## config.mk

```make
export PLATFORM = sky130hd
export DESIGN_NAME = mvmu_sqrt
export DESIGN_NICKNAME = d
export VERILOG_FILES = /design/src/design/mvmu_pkg.sv /design/src/design/mvmu_sqrt.sv
export SDC_FILE = /design/constraint.sdc
export NUM_CORES = 2
export LEC_CHECK = 0
export BUFFER_PORTS_ARGS = -buffer_cell sky130_fd_sc_hd__buf_2
export CAP_MARGIN = 30
export CORE_UTILIZATION = 35
export DETAILED_ROUTE_END_ITERATION = 16
export HOLD_SLACK_MARGIN = 0.15
export PLACE_DENSITY = 0.56
export SKIP_LAST_GASP = 1
export SLEW_MARGIN = 10
export SYNTH_ARGS = -nofsm -noshare
export SYNTH_HDL_FRONTEND = slang
export SYNTH_SLANG_ARGS = --single-unit
```

## constraint.sdc

```tcl
create_clock -name clk -period 8.9 [get_ports clk]
set_input_delay 0 -clock clk [delete_from_list [all_inputs] [get_ports clk]]
set_output_delay 0 -clock clk [all_outputs]
set_load 0.03 [all_outputs]
```

## src/design/mvmu_pkg.sv

```systemverilog
// Masked vector math unit: shared package.
// Widths, codes, pipeline payload structs. No dependencies.
package mvmu_pkg;

  localparam int DATA_W        = 32;
  localparam int LANES         = 4;
  localparam int FRAC_BITS_DEF = 16;
  localparam int MAX_WIDTH_DEF = 4;
  localparam int MIN_WIDTH     = 2;
  localparam int VW_W          = 3;
  localparam int OP_W          = DATA_W + 1;
  localparam int PROD_W        = 2 * OP_W;
  localparam int SQ_IN_W       = 64;
  localparam int ROOT_W        = SQ_IN_W / 2;
  localparam int REM_W         = ROOT_W + 2;
  localparam int UN_W          = DATA_W - 1;
  localparam int FRONT_N       = 5;
  localparam int CFG_IDX_W     = 1;
  localparam int CFG_DATA_W    = VW_W;

  localparam logic [CFG_IDX_W-1:0] CFG_MASK_SENSE = 1'b0;
  localparam logic [CFG_IDX_W-1:0] CFG_VEC_WIDTH  = 1'b1;

  localparam logic [DATA_W-1:0] SAT_MAX = 32'h7FFF_FFFF;
  localparam logic [DATA_W-1:0] SAT_MIN = 32'h8000_0000;

  typedef enum logic [1:0] {
    MODE_DOT   = 2'd0,
    MODE_MAG   = 2'd1,
    MODE_NORM  = 2'd2,
    MODE_CROSS = 2'd3
  } mvmu_mode_t;

  typedef enum logic [1:0] {
    ST_OK        = 2'd0,
    ST_CROSS_W   = 2'd1,
    ST_ZERO_NORM = 2'd2,
    ST_SAT       = 2'd3
  } mvmu_status_t;

  // front end: abs values, max search and scaling for normalise
  typedef struct packed {
    logic                         valid;
    mvmu_mode_t                   mode;
    logic                         en;
    logic [VW_W-1:0]              w;
    logic [LANES-1:0][DATA_W-1:0] a;
    logic [LANES-1:0][DATA_W-1:0] b;
    logic [LANES-1:0][DATA_W-1:0] u;
    logic [DATA_W-1:0]            mx;
    logic                         big;
    logic                         zero;
    logic [4:0]                   sh;
    logic [LANES-1:0][UN_W-1:0]   un;
  } front_t;

  // back end: what travels alongside the root and divider pipes
  typedef struct packed {
    logic                         valid;
    mvmu_mode_t                   mode;
    logic                         en;
    logic                         w3;
    logic                         zero;
    logic                         sat;
    logic [LANES-1:0][DATA_W-1:0] res;
    logic [LANES-1:0]             neg;
    logic [LANES-1:0][UN_W-1:0]   un;
  } side_t;

endpackage

```

## src/design/mvmu_sqrt.sv

```systemverilog
// Masked vector math unit: pipelined integer square root, one root bit per stage.
// Depends on mvmu_pkg. Gives floor root and remainder v - root^2.
module mvmu_sqrt (
  input  logic                          clk,
  input  logic                          en,
  input  logic [mvmu_pkg::SQ_IN_W-1:0]  v,
  output logic [mvmu_pkg::ROOT_W-1:0]   root,
  output logic [mvmu_pkg::REM_W-1:0]    rem
);
  import mvmu_pkg::*;

  logic [SQ_IN_W-1:0] v_r    [ROOT_W];
  logic [ROOT_W-1:0]  root_r [ROOT_W];
  logic [REM_W-1:0]   rem_r  [ROOT_W];
  logic [SQ_IN_W-1:0] v_nxt    [ROOT_W];
  logic [ROOT_W-1:0]  root_nxt [ROOT_W];
  logic [REM_W-1:0]   rem_nxt  [ROOT_W];

  always_comb begin
    logic [SQ_IN_W-1:0] vs;
    logic [ROOT_W-1:0]  rs;
    logic [REM_W-1:0]   ms;
    logic [REM_W+1:0]   rem2;
    logic [REM_W+1:0]   trial;
    for (int k = 0; k < ROOT_W; k++) begin
      if (k == 0) begin
        vs = v;
        rs = '0;
        ms = '0;
      end else begin
        vs = v_r[k-1];
        rs = root_r[k-1];
        ms = rem_r[k-1];
      end
      rem2  = {ms, vs[2*(ROOT_W-1-k) +: 2]};
      trial = {2'b00, rs, 2'b01};
      v_nxt[k] = vs;
      if (rem2 >= trial) begin
        rem_nxt[k]  = REM_W'(rem2 - trial);
        root_nxt[k] = {rs[ROOT_W-2:0], 1'b1};
      end else begin
        rem_nxt[k]  = rem2[REM_W-1:0];
        root_nxt[k] = {rs[ROOT_W-2:0], 1'b0};
      end
    end
  end

  always_ff @(posedge clk) begin
    if (en) begin
      v_r    <= v_nxt;
      root_r <= root_nxt;
      rem_r  <= rem_nxt;
    end
  end

  assign root = root_r[ROOT_W-1];
  assign rem  = rem_r[ROOT_W-1];

endmodule

```

Yosys cells after proc, flatten, opt, wreduce, memory -nomap -nowiden

Index checks and enable logic that the tools add are counted.

Bits in registers: 2577
Latch bits: 0
Bits in writable memories: 0
Memory bits (read-only): 0
Input bits: 66
Output and inout port bits: 66
Logic and storage cells: 224
Memories kept: 0

Add/sub/neg operators: 32
Multipliers: 0
Divide/modulo/power cells: 0
$lt $le $gt $ge: 32
Eq/ne operators: 0
Shift-type cells: 0
Mux-type cells: 64
Bitwise logic cells: 0
Reduce and logical (&&, ||, !) cells: 0

Operator list:

| operator         | count |
|---|---|
| $mux 34          | 31 |
| $ge 36x10->1     | 1 |
| $ge 36x11->1     | 1 |
| $ge 36x12->1     | 1 |
| $ge 36x13->1     | 1 |
| $ge 36x14->1     | 1 |
| $ge 36x15->1     | 1 |
| $ge 36x16->1     | 1 |
| $ge 36x17->1     | 1 |
| $ge 36x18->1     | 1 |
| $ge 36x19->1     | 1 |
| $ge 36x20->1     | 1 |
| $ge 36x21->1     | 1 |
| $ge 36x22->1     | 1 |
| $ge 36x23->1     | 1 |
| $ge 36x24->1     | 1 |
| $ge 36x25->1     | 1 |
| $ge 36x26->1     | 1 |
| $ge 36x27->1     | 1 |
| $ge 36x28->1     | 1 |
| $ge 36x29->1     | 1 |
| $ge 36x3->1      | 1 |
| $ge 36x30->1     | 1 |
| $ge 36x31->1     | 1 |
| 43 further kinds | 74 |

Longest topological paths before layout

Depth after elaboration: 2
Gate-level depth with buffers: 15

Worst setup path after synthesis

No wires, ideal clock.

Path kind: register to register
Start point: register rem_r[530] (netlist bit)
End point: register rem_r[497] (netlist bit), data pin
Setup time: 0.261 ns
Arrival time: 3.314 ns
Required time: 8.639 ns
Slack: 5.326 ns
Cell stages (with the launch flop): 13
Path buffers: 2
Clock period less this slack: 3.574 ns
Cells stage by stage: edfxtp_1 > or4_1 > or2_1 > or4_4 > or4_4 > nor3_2 > nand2_1 > or3b_1 > buf_2 > and3_1 > buf_6 > nor2b_1 > xor2_1

RTL lines:

| what                   | line            | text |
|---|---|---|
| from (decl)            | mvmu_sqrt.sv:14 | `logic [REM_W-1:0] rem_r [ROOT_W];` |
| from (signal assigned) | mvmu_sqrt.sv:52 | `rem_r <= rem_nxt;` |

==> metrics <==
vias post-DR 72.1k; DRT antenna net count 0; Mapped Nets 9953; Avg WL per Cell 16.8 um; postcts setup bufs 0; Power, Total 35.7 mW; P_int 25.5 mW; die width 586 um; CTS tree done; Worst path max stage delay 0.47 ns; Area Growth Syn to Fin 14.1%; RSZ-0062 raised after global routing no; most frequent cells in the layout edfxtp_1, inv_1, nor2_1; crit path cell chain ha_1 -> and3_1 -> nand3_1 -> nor4_1 -> clkdlybuf4s18_2 -> nand4_1 -> nand3_1 -> nor2_1 -> o31a_1 -> inv_1 -> buf_4 -> mux2_2; initial antenna violation count 1; Clock power frac 0.330; RD Place Congestion 0.889; ys async rst share 0; P per Cell Area 262 mW/mm^2; DR iter-0 viols 5076; Post-Synth Simple-Gate Area 0.0999; drt pass-1 iters 8; Hold EP v_nxt[1733]$_DFFE_PP_; Hold Buf Count CTS 130; I/O pins 132; Worst setup SP type register; CP Data Required Time 9.54 ns; f_max 221 MHz; post-detail-place hpwl 173000 um; mux share of post-synthesis cell area 0.00883; Tmin final 4.52 ns; Yosys warnings 0; sw frac 0.285; fillers 31.7k; Post-Synth Adder-Cell Area 0.0594; core area 0.340 sq mm; clock slew seen by the registers of the worst setup and hold paths 0.06 ns; Vias/cell 4.99; peak supply drop 0.187 mV; met2 WL 123000 um; CP Data Arrival Time 5.16 ns; Worst path slowest cell buf_4; final hold vios 0; sequential power share 0.456; Worst Tran Pin Value 1.05 ns; reported net switching power 10.2 mW; status finished clean; Die Y 586 um; worst r2r src rem_r[119]$_DFFE_PP_; combinational family with the most area after synthesis simple AND/OR/NAND/NOR gates; Max Cap Violations 0; Starting Density 0.352; fin nets 10.4k; Final TNS setup 0 ns; critical path type register to register; FF+latch count, synth 2543; Max Slew Vio Count 0; library cells used by synthesis 89; drt total wl 243000 um; xor and xnor area share after synthesis 0.0625; hold path depth 2; combinational share of power 0.215; layout cells sized above 1 0.0786; cts repair resizes 0; die area 0.343 sq mm; Post-synth EDFFs 2543; final worst path period share 0.508; PortBufs 131; DRC Markers 0; CTS Buffer Depth 4; worst rel slew slack 0.300; Tot GR Track Use 0.137; post-synthesis cell area 0.119 sq mm; min-delay src en; Mean Syn Cell Area 12.8 sq um; RR Endpoint rem_r[75]$_DFFE_PP_; clk sink count 2543; WL met1 101000 um; routed wl met3 9070 um; Cells after Synth 9320; commonest non-fill, non-tap cell in the layout edfxtp_1; final setup skew 0.0711 ns; worst-skew pair later-pin latency 0.91 ns; CP Max Fanout 44; R2R cell count 12; H-tree depth 5; first-pass GRT wire length 384000 um; post-synthesis compound-gate area fraction 0.0992; reg-to-reg setup timing slack 4.38 ns; grt ovf 0; row count 214; Main synth FF type edfxtp_1; Leak 51.5 nW; Crit path top cell by count nand3_1; highest routed layer met4; vias in the first global route 72.4k; HP Class input port to register; endpoints failing setup 0; Seq/Total Area, Yosys 0.640; CTS buffer count 294; largest net degree at the start of global routing 192; CTS root buf clkbuf_16; CP endpoint kind register
final cells by class:
cell class,count,area [sq um],share of cell area
well taps,4536,5680,0.0417
repair buffers,329,2640,0.0194
multi-input cells,5845,39500,0.290
diodes,2,5.00,0.0000367
clock inverters,152,1670,0.0122
inverters,705,2650,0.0194
flip-flops and latches,2543,76400,0.561
clock buffers,354,7690,0.0564
synth_stat cells (16+ instances only):
master,count,share of area
o211ai_1,30,0.0019
and2_1,38,0.0020
nand3b_1,24,0.0015
o31a_1,16,0.0012
clkbuf_1,175,0.0055
o41ai_1,17,0.0012
a31oi_1,43,0.0023
edfxtp_1,2543,0.64
a211oi_1,36,0.0023
nor3_1,228,0.0096
ha_1,567,0.059
and3_1,53,0.0028
or3_1,96,0.0050
or2_2,44,0.0023
nor3b_1,17,0.0011
a21o_1,262,0.016
nor4b_1,16,0.0012
buf_4,34,0.0021
o21a_1,114,0.0072
o21bai_1,44,0.0028
mux2_2,83,0.0078
a21boi_0,26,0.0016
nand4_1,99,0.0052
xnor2_1,451,0.033
or4_1,54,0.0034
a21oi_1,637,0.027
o21ai_0,448,0.019
nor2_1,651,0.020
o31ai_1,65,0.0041
xor2_1,401,0.029
nand2b_1,118,0.0062
nor4_1,118,0.0062
a2111oi_0,16,0.0012
nand2_1,576,0.018
inv_1,701,0.022
nand3_1,137,0.0057
nand4b_1,18,0.0013
nor2b_1,94,0.0049
power groups by stage:
| stage | sequential (mW) | clock (mW) | combinational [mW] |
|---|---|---|---|
| 4_1_cts | 16.3 | 12.2 | 7.64 |
| 3_5_place_dp | 16.5 | 0 | 7.55 |
| 3_3_place_gp | 16.5 | 0 | 7.40 |
| 6_report | 16.3 | 11.8 | 7.66 |
| 2_1_floorplan | 16.1 | 0 | 5.79 |
| 5_1_grt | 16.4 | 12.6 | 8.52 |
metrics by stage:
stage / setup WS, ns / cell area [sq um] / hold slack [ns] / utilization / instances
floorplan: 5.33 / 119000 / 0.0989 / - / 9320
global placement: 4.03 / 125000 / 0.177 / 0.370 / 13800
detailed placement: 4.53 / 126000 / 0.178 / 0.370 / 13800
CTS: 4.49 / 136000 / 0.252 / 0.401 / 14500
global route: 4.20 / 136000 / 0.300 / 0.401 / 14500
finish: 4.38 / 136000 / 0.304 / 0.401 / 14500
worst max path at each step:
| stage | start | endpoint | slack [ns] | cells after the start |
|---|---|---|---|---|
| 2_1_floorplan | rem_r[530]$_DFFE_PP_ | rem_r[497]$_DFFE_PP_ | 5.33 | 12 |
| 5_1_grt | rem_r[111]$_DFFE_PP_ | rem_r[75]$_DFFE_PP_ | 4.20 | 11 |
| 6_report | rem_r[119]$_DFFE_PP_ | rem_r[75]$_DFFE_PP_ | 4.38 | 12 |
| 3_3_place_gp | rem_r[120]$_DFFE_PP_ | rem_r[75]$_DFFE_PP_ | 4.03 | 11 |
| 4_1_cts | rem_r[119]$_DFFE_PP_ | rem_r[86]$_DFFE_PP_ | 4.49 | 12 |
| 3_5_place_dp | rem_r[120]$_DFFE_PP_ | rem_r[75]$_DFFE_PP_ | 4.53 | 12 |
registers in the layout, indices dropped and copies added, names as in the netlist:
register  count
rem          34
rem_r       989
root         32
root_r      496
v_nxt       992
cell families (layout without fill, tap and decap cells):
| kind of cell | after synthesis | count (layout) |
|---|---|---|
| muxes | 95 | 95 |
| AOI/OAI and AO/OA | 1910 | 1910 |
| and+or+nand+nor | 2420 | 2420 |
| buffers and inverters | 932 | 1540 |
| DFF | 2543 | 2543 |
| xor gates and xnor gates | 852 | 852 |
| other | 1 | 3 |
| adders and majority gates | 567 | 567 |
critical path: cells and delay by family (launching register included):
kind / cells / cell delay [ns]
multiplexers: 1 / 0.39
AND/OR/NAND/NOR: 6 / 1.49
buffers and inverters: 3 / 1.16
adder cells (fa/ha/maj): 1 / 0.45
flip-flops: 1 / 0.44
AO/OA/AOI/OAI: 1 / 0.27
routing by layer:
layer  up-vias  track usage
met3       547       0.0186
met5         -            0
met1     34900        0.163
li1      35200            -
met4         0       0.0562
met2      1474        0.249
Power figures use the tool's default switching activity.
