### config.mk
export PLATFORM = sky130hd
export DESIGN_NAME = mvmu_div
export DESIGN_NICKNAME = d
export VERILOG_FILES = /design/src/design/mvmu_pkg.sv /design/src/design/mvmu_div.sv
export SDC_FILE = /design/constraint.sdc
export NUM_CORES = 2
export LEC_CHECK = 0
export BUFFER_PORTS_ARGS = -buffer_cell sky130_fd_sc_hd__buf_2
export CORE_UTILIZATION = 55
export CTS_CLUSTER_DIAMETER = 30
export DETAILED_ROUTE_END_ITERATION = 16
export PLACE_DENSITY_LB_ADDON = 0.1
export SYNTH_ARGS = -nofsm -noshare
export SYNTH_HDL_FRONTEND = slang
export SYNTH_SLANG_ARGS = --single-unit
### constraint.sdc
create_clock -name clk -period 5.6 [get_ports clk]
set_input_delay 0.56 -clock clk [delete_from_list [all_inputs] [get_ports clk]]
set_output_delay 0.56 -clock clk [all_outputs]
set_load 0.005 [all_outputs]
### src/design/mvmu_pkg.sv
// Masked vector math unit: shared package.
// Widths, codes, pipeline payload structs. No dependencies.
package mvmu_pkg;

  localparam int DATA_W        = 32;
  localparam int LANES         = 4;
  localparam int FRAC_BITS_DEF = 16;
  localparam int MAX_WIDTH_DEF = 4;
  localparam int MIN_WIDTH     = 2;
  localparam int VW_W          = 3;
  localparam int OP_W          = DATA_W + 1;
  localparam int PROD_W        = 2 * OP_W;
  localparam int SQ_IN_W       = 64;
  localparam int ROOT_W        = SQ_IN_W / 2;
  localparam int REM_W         = ROOT_W + 2;
  localparam int UN_W          = DATA_W - 1;
  localparam int FRONT_N       = 5;
  localparam int CFG_IDX_W     = 1;
  localparam int CFG_DATA_W    = VW_W;

  localparam logic [CFG_IDX_W-1:0] CFG_MASK_SENSE = 1'b0;
  localparam logic [CFG_IDX_W-1:0] CFG_VEC_WIDTH  = 1'b1;

  localparam logic [DATA_W-1:0] SAT_MAX = 32'h7FFF_FFFF;
  localparam logic [DATA_W-1:0] SAT_MIN = 32'h8000_0000;

  typedef enum logic [1:0] {
    MODE_DOT   = 2'd0,
    MODE_MAG   = 2'd1,
    MODE_NORM  = 2'd2,
    MODE_CROSS = 2'd3
  } mvmu_mode_t;

  typedef enum logic [1:0] {
    ST_OK        = 2'd0,
    ST_CROSS_W   = 2'd1,
    ST_ZERO_NORM = 2'd2,
    ST_SAT       = 2'd3
  } mvmu_status_t;

  // front end: abs values, max search and scaling for normalise
  typedef struct packed {
    logic                         valid;
    mvmu_mode_t                   mode;
    logic                         en;
    logic [VW_W-1:0]              w;
    logic [LANES-1:0][DATA_W-1:0] a;
    logic [LANES-1:0][DATA_W-1:0] b;
    logic [LANES-1:0][DATA_W-1:0] u;
    logic [DATA_W-1:0]            mx;
    logic                         big;
    logic                         zero;
    logic [4:0]                   sh;
    logic [LANES-1:0][UN_W-1:0]   un;
  } front_t;

  // back end: what travels alongside the root and divider pipes
  typedef struct packed {
    logic                         valid;
    mvmu_mode_t                   mode;
    logic                         en;
    logic                         w3;
    logic                         zero;
    logic                         sat;
    logic [LANES-1:0][DATA_W-1:0] res;
    logic [LANES-1:0]             neg;
    logic [LANES-1:0][UN_W-1:0]   un;
  } side_t;

endpackage

### src/design/mvmu_div.sv
// Masked vector math unit: pipelined restoring divider for one lane.
// Depends on mvmu_pkg. q = (u * 2^FRAC_BITS + m/2) / m, q below 2^(FRAC_BITS+1).
module mvmu_div #(
  parameter int FRAC_BITS = mvmu_pkg::FRAC_BITS_DEF
) (
  input  logic                        clk,
  input  logic                        en,
  input  logic [mvmu_pkg::UN_W-1:0]   u,
  input  logic [mvmu_pkg::ROOT_W-1:0] m,
  output logic [FRAC_BITS:0]          q
);
  import mvmu_pkg::*;

  localparam int QB = FRAC_BITS + 1;
  localparam int NW = UN_W + FRAC_BITS + 1;

  logic [NW-1:0]     n;
  logic [ROOT_W-1:0] rem_r [QB];
  logic [NW-1:0]     n_r   [QB];
  logic [ROOT_W-1:0] m_r   [QB];
  logic [QB-1:0]     q_r   [QB];
  logic [ROOT_W-1:0] rem_nxt [QB];
  logic [NW-1:0]     n_nxt   [QB];
  logic [ROOT_W-1:0] m_nxt   [QB];
  logic [QB-1:0]     q_nxt   [QB];

  assign n = (NW'(u) << FRAC_BITS) + NW'(m >> 1);

  always_comb begin
    logic [ROOT_W-1:0] rs;
    logic [NW-1:0]     ns;
    logic [ROOT_W-1:0] ms;
    logic [QB-1:0]     qs;
    logic [ROOT_W:0]   rem2;
    for (int k = 0; k < QB; k++) begin
      if (k == 0) begin
        rs = ROOT_W'(n[NW-1:QB]);
        ns = n;
        ms = m;
        qs = '0;
      end else begin
        rs = rem_r[k-1];
        ns = n_r[k-1];
        ms = m_r[k-1];
        qs = q_r[k-1];
      end
      rem2     = {rs, ns[QB-1-k]};
      n_nxt[k] = ns;
      m_nxt[k] = ms;
      if (rem2 >= {1'b0, ms}) begin
        rem_nxt[k] = ROOT_W'(rem2 - {1'b0, ms});
        q_nxt[k]   = {qs[QB-2:0], 1'b1};
      end else begin
        rem_nxt[k] = rem2[ROOT_W-1:0];
        q_nxt[k]   = {qs[QB-2:0], 1'b0};
      end
    end
  end

  always_ff @(posedge clk) begin
    if (en) begin
      rem_r <= rem_nxt;
      n_r   <= n_nxt;
      m_r   <= m_nxt;
      q_r   <= q_nxt;
    end
  end

  assign q = q_r[QB-1];

endmodule

# Word-level counts from Yosys, hierarchy flattened
# Index checks and enable logic that the tools add are counted.
[word_totals]
latch_bits = 0
memories = 0
ram_bits = 0
input_bits = 65
romBits = 0
reg_bits = 1313
[op_classes]
n_lt_le_gt_ge = 17
muxes = 33
reduce_logical = 0
multipliers = 0
div = 0
n_shift = 0
eq_ne = 0
n_bitwise = 0
addsub = 17
[op_table]
columns = ["cell", "count"]
rows = [
  ["greater-or-equal comparator 33 x 32 -> 1 bit", 16],
  ["two-way mux 32 bit", 16],
  ["subtractor 32 bit", 16],
  ["adder 47 x 31 -> 48 bit", 1],
  ["greater-or-equal comparator 32 bit", 1],
  ["two-way mux 1 bit", 17],
]

# Depth between registers and ports, before layout
[logic_depth]
depth_word = 3
ltp_mapped = 26
depth_no_buf = 25

# Worst setup path after synthesis
# Ideal clock, no wire load.
[synth_timing]
path_kind = "input port to flip-flop"
startpoint = "in u[0] (netlist name)"
endpoint = "reg rem_r[541] (netlist name), data pin"
setup_slack_ps = 434
t_arrival_ps = 4904
setup_time_ps = 262
required_ps = 5338
cell_stages = 26
cell_sequence = "ha_1 -> inv_1 -> fa_1 -> nor2b_1 -> o21ai_1 -> a21boi_1 -> o211a_1 -> o2111ai_1 -> a31oi_1 -> o221a_2 -> nor3_2 -> or3_1 -> xnor2_1 -> ha_1 -> clkbuf_1 -> a21o_1 -> a21o_1 -> a21oi_1 -> o21bai_1 -> a21o_1 -> a21oi_1 -> o21ai_0 -> a21o_1 -> a21oi_1 -> xnor2_1 -> mux2_1"
[synth_rtl]
columns = ["item", "line", "text"]
rows = [
  ["from (decl)", "mvmu_div.sv:8", "input logic [mvmu_pkg::UN_W-1:0] u,"],
  ["to (signal assigned)", "mvmu_div.sv:62", "rem_r <= rem_nxt;"],
  ["to (decl)", "mvmu_div.sv:18", "logic [ROOT_W-1:0] rem_r [QB];"],
]

==> flow_metrics.py <==
metrics = {
    "clocking": {
        "cts_tree": "yes",
        "htreeDepth": 5,
        "clk_path_buf_depth": 4,
        "cts_root_buffer": "clkbuf_16",
        "clock_sinks": 1177,
        "cts_buffers": 304,
        "path_clk_slew_ns": 0.04,
        "insertion_delay_ns": 0.90,
    },
    "synthesis": {
        "synth_compound_area_share_pct": 15.8,
        "seq_area_frac_synth_pct": 50.7,
        "ys_ff_latch": 1177,
        "avgSynthCellArea_sq_um": 10.9,
        "yosys_warnings": 0,
        "synthMuxAreaShare_pct": 3.10,
        "synthXorXnorAreaFrac_pct": 5.79,
        "netlist_instances": 6382,
        "syn_area_sq_um": 69800,
        "async_flop_share_pct": 0,
        "synth_edf_count": 1177,
        "ys_dominant_reg_cell": "edfxtp_1",
        "synth_cell_types": 98,
        "synth.area.top_cells": "edfxtp_1 (51%), ha_1 (10%), a21oi_1 (3.8%)",
        "yosysTopAreaCell": "edfxtp_1",
        "synthSimpleGateAreaFrac_pct": 9.56,
        "synth_top_area_share_pct": 50.7,
        "synth_top_family_by_area": "compound AO/OA/AOI/OAI gates",
        "synth_nets": 7023,
        "synth_fa_ha_area_share_pct": 10.5,
    },
    "die": {
        "row_count": 130,
        "start_util_pct": 55.5,
        "die_height_um": 358,
        "dieArea_sq_um": 128000,
        "core_area_sq_um": 126000,
        "design.portCount": 82,
        "die_w_um": 358,
    },
    "worst_setup_path": {
        "worst_setup_path_start_kind": "input port",
        "path_class": "in -> reg",
        "worst_path_most_repeated_cell": "buf_4",
        "cp_slowest_stage_delay_ns": 0.60,
        "crit_required_ns": 6.23,
        "cpMaxStageDelayCell": "or4_1",
        "arrival_ns": 5.96,
        "endpoint_kind": "flip-flop",
        "critPathMaxFanout": 3,
    },
    "global_route": {
        "grt_overflow_total": 0,
        "grt_usage_pct": 25.6,
        "grt_pass1_wl_um": 257000,
        "grt_pass1_vias": 51700,
        "antenna_found_initial": 1,
        "grt_max_degree": 151,
    },
    "timing": {
        "slew_headroom_pct": 20.6,
        "hold_viol": 0,
        "fmax_ghz": 0.188,
        "rsz0062_at_grt": "false",
        "slew_viol_final": 0,
        "worstMarginPinSlew_ns": 1.18,
        "setup_violations": 0,
        "setup_ws_ns": 0.268,
        "fin_skew_ns": 0.0673,
        "period_minus_slack_ns": 5.33,
        "post-route-period-util_pct": 95.2,
        "finalSetupTns_ns": 0,
    },
    "finish": {
        "layout.nets": 7410,
        "drive_gt1_share_pct": 12.0,
        "syn2layout_area_growth_pct": 18.8,
        "multi_input_area_sq_um": 31400,
        "register_area_sq_um": 35300,
        "n_fill_cell": 9577,
        "fin_cells": 8633,
    },
    "power_and_ir_drop": {
        "p_leak_nw": 35.1,
        "ir_drop_mv": 0.402,
        "power_density_nw_per_um2": 636,
    },
    "routing": {
        "drt-vias-per-instance": 5.65,
        "vias": 48800,
        "drt-pass1-iter-count": 5,
        "post-route-drc-count": 0,
        "wirelength_um": 163000,
        "antenna_left": 0,
        "wl_per_cell_um": 18.9,
        "drt_iter0_markers": 2334,
    },
    "placement": {
        "dp.cells": 8080,
        "portBuffers": 81,
        "dpl_worst_slack_ns": -0.331,
        "post-dp-hpwl_um": 124000,
        "gp_congestion": 0.931,
    },
    "worst_hold_path": {
        "worstHoldPathType": "in -> reg",
    },
    "flow_run": {
        "maxCapViolations": 0,
    },
    "status": {
        "status": "completed",
    },
}
## critical path, delay by kind of cell
| family | cells | cell delay, ns |
|---|---|---|
| AO/OA/AOI/OAI | 12 | 2.12 |
| adder cells (fa/ha/maj) | 2 | 0.51 |
| buffers and inverters | 5 | 1.16 |
| AND/OR/NAND/NOR | 4 | 0.95 |
| XOR/XNOR | 2 | 0.35 |
| multiplexers | 1 | 0.30 |
## registers in the layout, indices dropped and copies added (netlist names)
signal and cells:
n_nxt 120, rem_r 512, q 17, q_r 136, m_nxt 392
## stage by stage
stage	util [%]	power, mW	cell area [sq um]	hold slack, ns
after floorplan	-	30.4	69800	0.400
after global placement	57.7	35.3	72600	0.401
after detailed placement	57.7	35.7	72600	0.405
after CTS	65.9	52.9	82800	0.107
after global routing	65.9	56.0	82900	0.162
final	65.9	52.7	82900	0.161
## cell usage in the layout (no fill, tap or decap), types with 39 or more instances in the layout
cell	Yosys	routed
o21ai_1	70	68
nand4_1	88	88
a21oi_1	535	531
clkbuf_1	84	39
nor2_1	350	349
o21bai_1	63	63
mux2_2	116	116
bufinv_16	0	44
o21ai_0	374	374
a31oi_1	53	53
clkinv_1	0	46
nand2_1	469	469
clkinv_2	0	42
mux2_1	63	63
nand3_1	96	96
xnor2_1	288	287
edfxtp_1	1177	1177
nor3_1	58	57
nor2b_1	81	81
o21a_1	67	67
ha_1	559	559
buf_2	47	80
and3_1	55	55
nand2b_1	75	75
buf_4	7	102
inv_1	680	680
xor2_1	173	173
a21o_1	285	284
clkbuf_16	0	308
## area by class of cell
| class | instances | share of cell area [%] |
|---|---|---|
| antenna | 1 | 0.00302 |
| clock buffer | 347 | 9.47 |
| clock inverter | 172 | 2.48 |
| inverter | 683 | 3.09 |
| multi-input combinational | 4380 | 37.8 |
| sequential | 1177 | 42.6 |
| tap | 1650 | 2.49 |
| timing repair buffer | 223 | 2.00 |
## cell families after synthesis
| group | Yosys count |
|---|---|
| muxes | 194 |
| adders and majority gates | 576 |
| xor gates and xnor gates | 461 |
| DFF | 1177 |
| and+or+nand+nor | 1404 |
| buffers and inverters | 825 |
| AOI/OAI and AO/OA | 1745 |
## metal layers
metal / wire length (um) / up-vias / global-route usage, %
met1: 53100 / 23100 / 21.2
met4: 11800 / 0 / 18.4
met3: 5590 / 491 / 4.75
met2: 92900 / 1037 / 52.4
met5: 0 / - / 0
li1: - / 24200 / -
## power breakdown
group / switching [mW] / internal (mW) / leakage [nW] / total [mW]
Combinational: 12.2 / 9.08 / 18.7 / 21.3
Clock: 4.92 / 11.9 / 4.81 / 16.8
Sequential: 1.25 / 13.4 / 11.5 / 14.6
Total: 18.3 / 34.3 / 35.1 / 52.7
## timing repair
action	4_1_cts	5_1_grt
endpoints found under the hold margin	32	0
hold buffers	32	0
setup buffers	0	1
setup endpoints to repair	0	31
gates resized for setup	0	13
## path summary, 6_finish.rpt
check	from	endpoint	slack (ns)	depth (start not counted)
max	m[17]	rem_r[540]	0.27	26
min	u[26]	rem_r[538]	0.16	3
max reg2reg	rem_r[96]	rem_r[67]	1.16	12
min reg2reg	q_r[119]	q_r[103]	0.39	0
## synthesized netlist by cell type, types with 9 or more instances
cell type	count
buf_2	47
and4_1	21
o21bai_1	63
a21boi_0	15
a21oi_1	535
xor2_1	173
nor3b_1	9
mux2i_1	15
o21ai_1	70
o31a_1	13
a211o_1	9
and2_1	18
a2111oi_0	11
o31ai_1	32
nor3_1	58
mux2_2	116
xnor2_1	288
nand2_1	469
nor2_1	350
clkbuf_1	84
o21a_1	67
nand2b_1	75
edfxtp_1	1177
a41oi_1	14
or3_1	12
a21boi_1	9
nand4_1	88
inv_1	680
o21ai_0	374
nor2b_1	81
and3_1	55
a31oi_1	53
nand3_1	96
a21o_1	285
o211ai_1	22
fa_1	17
nor4_1	25
o221ai_1	9
mux2_1	63
a211oi_1	32
ha_1	559
or2_2	20
(Power assumes the default switching activity.)
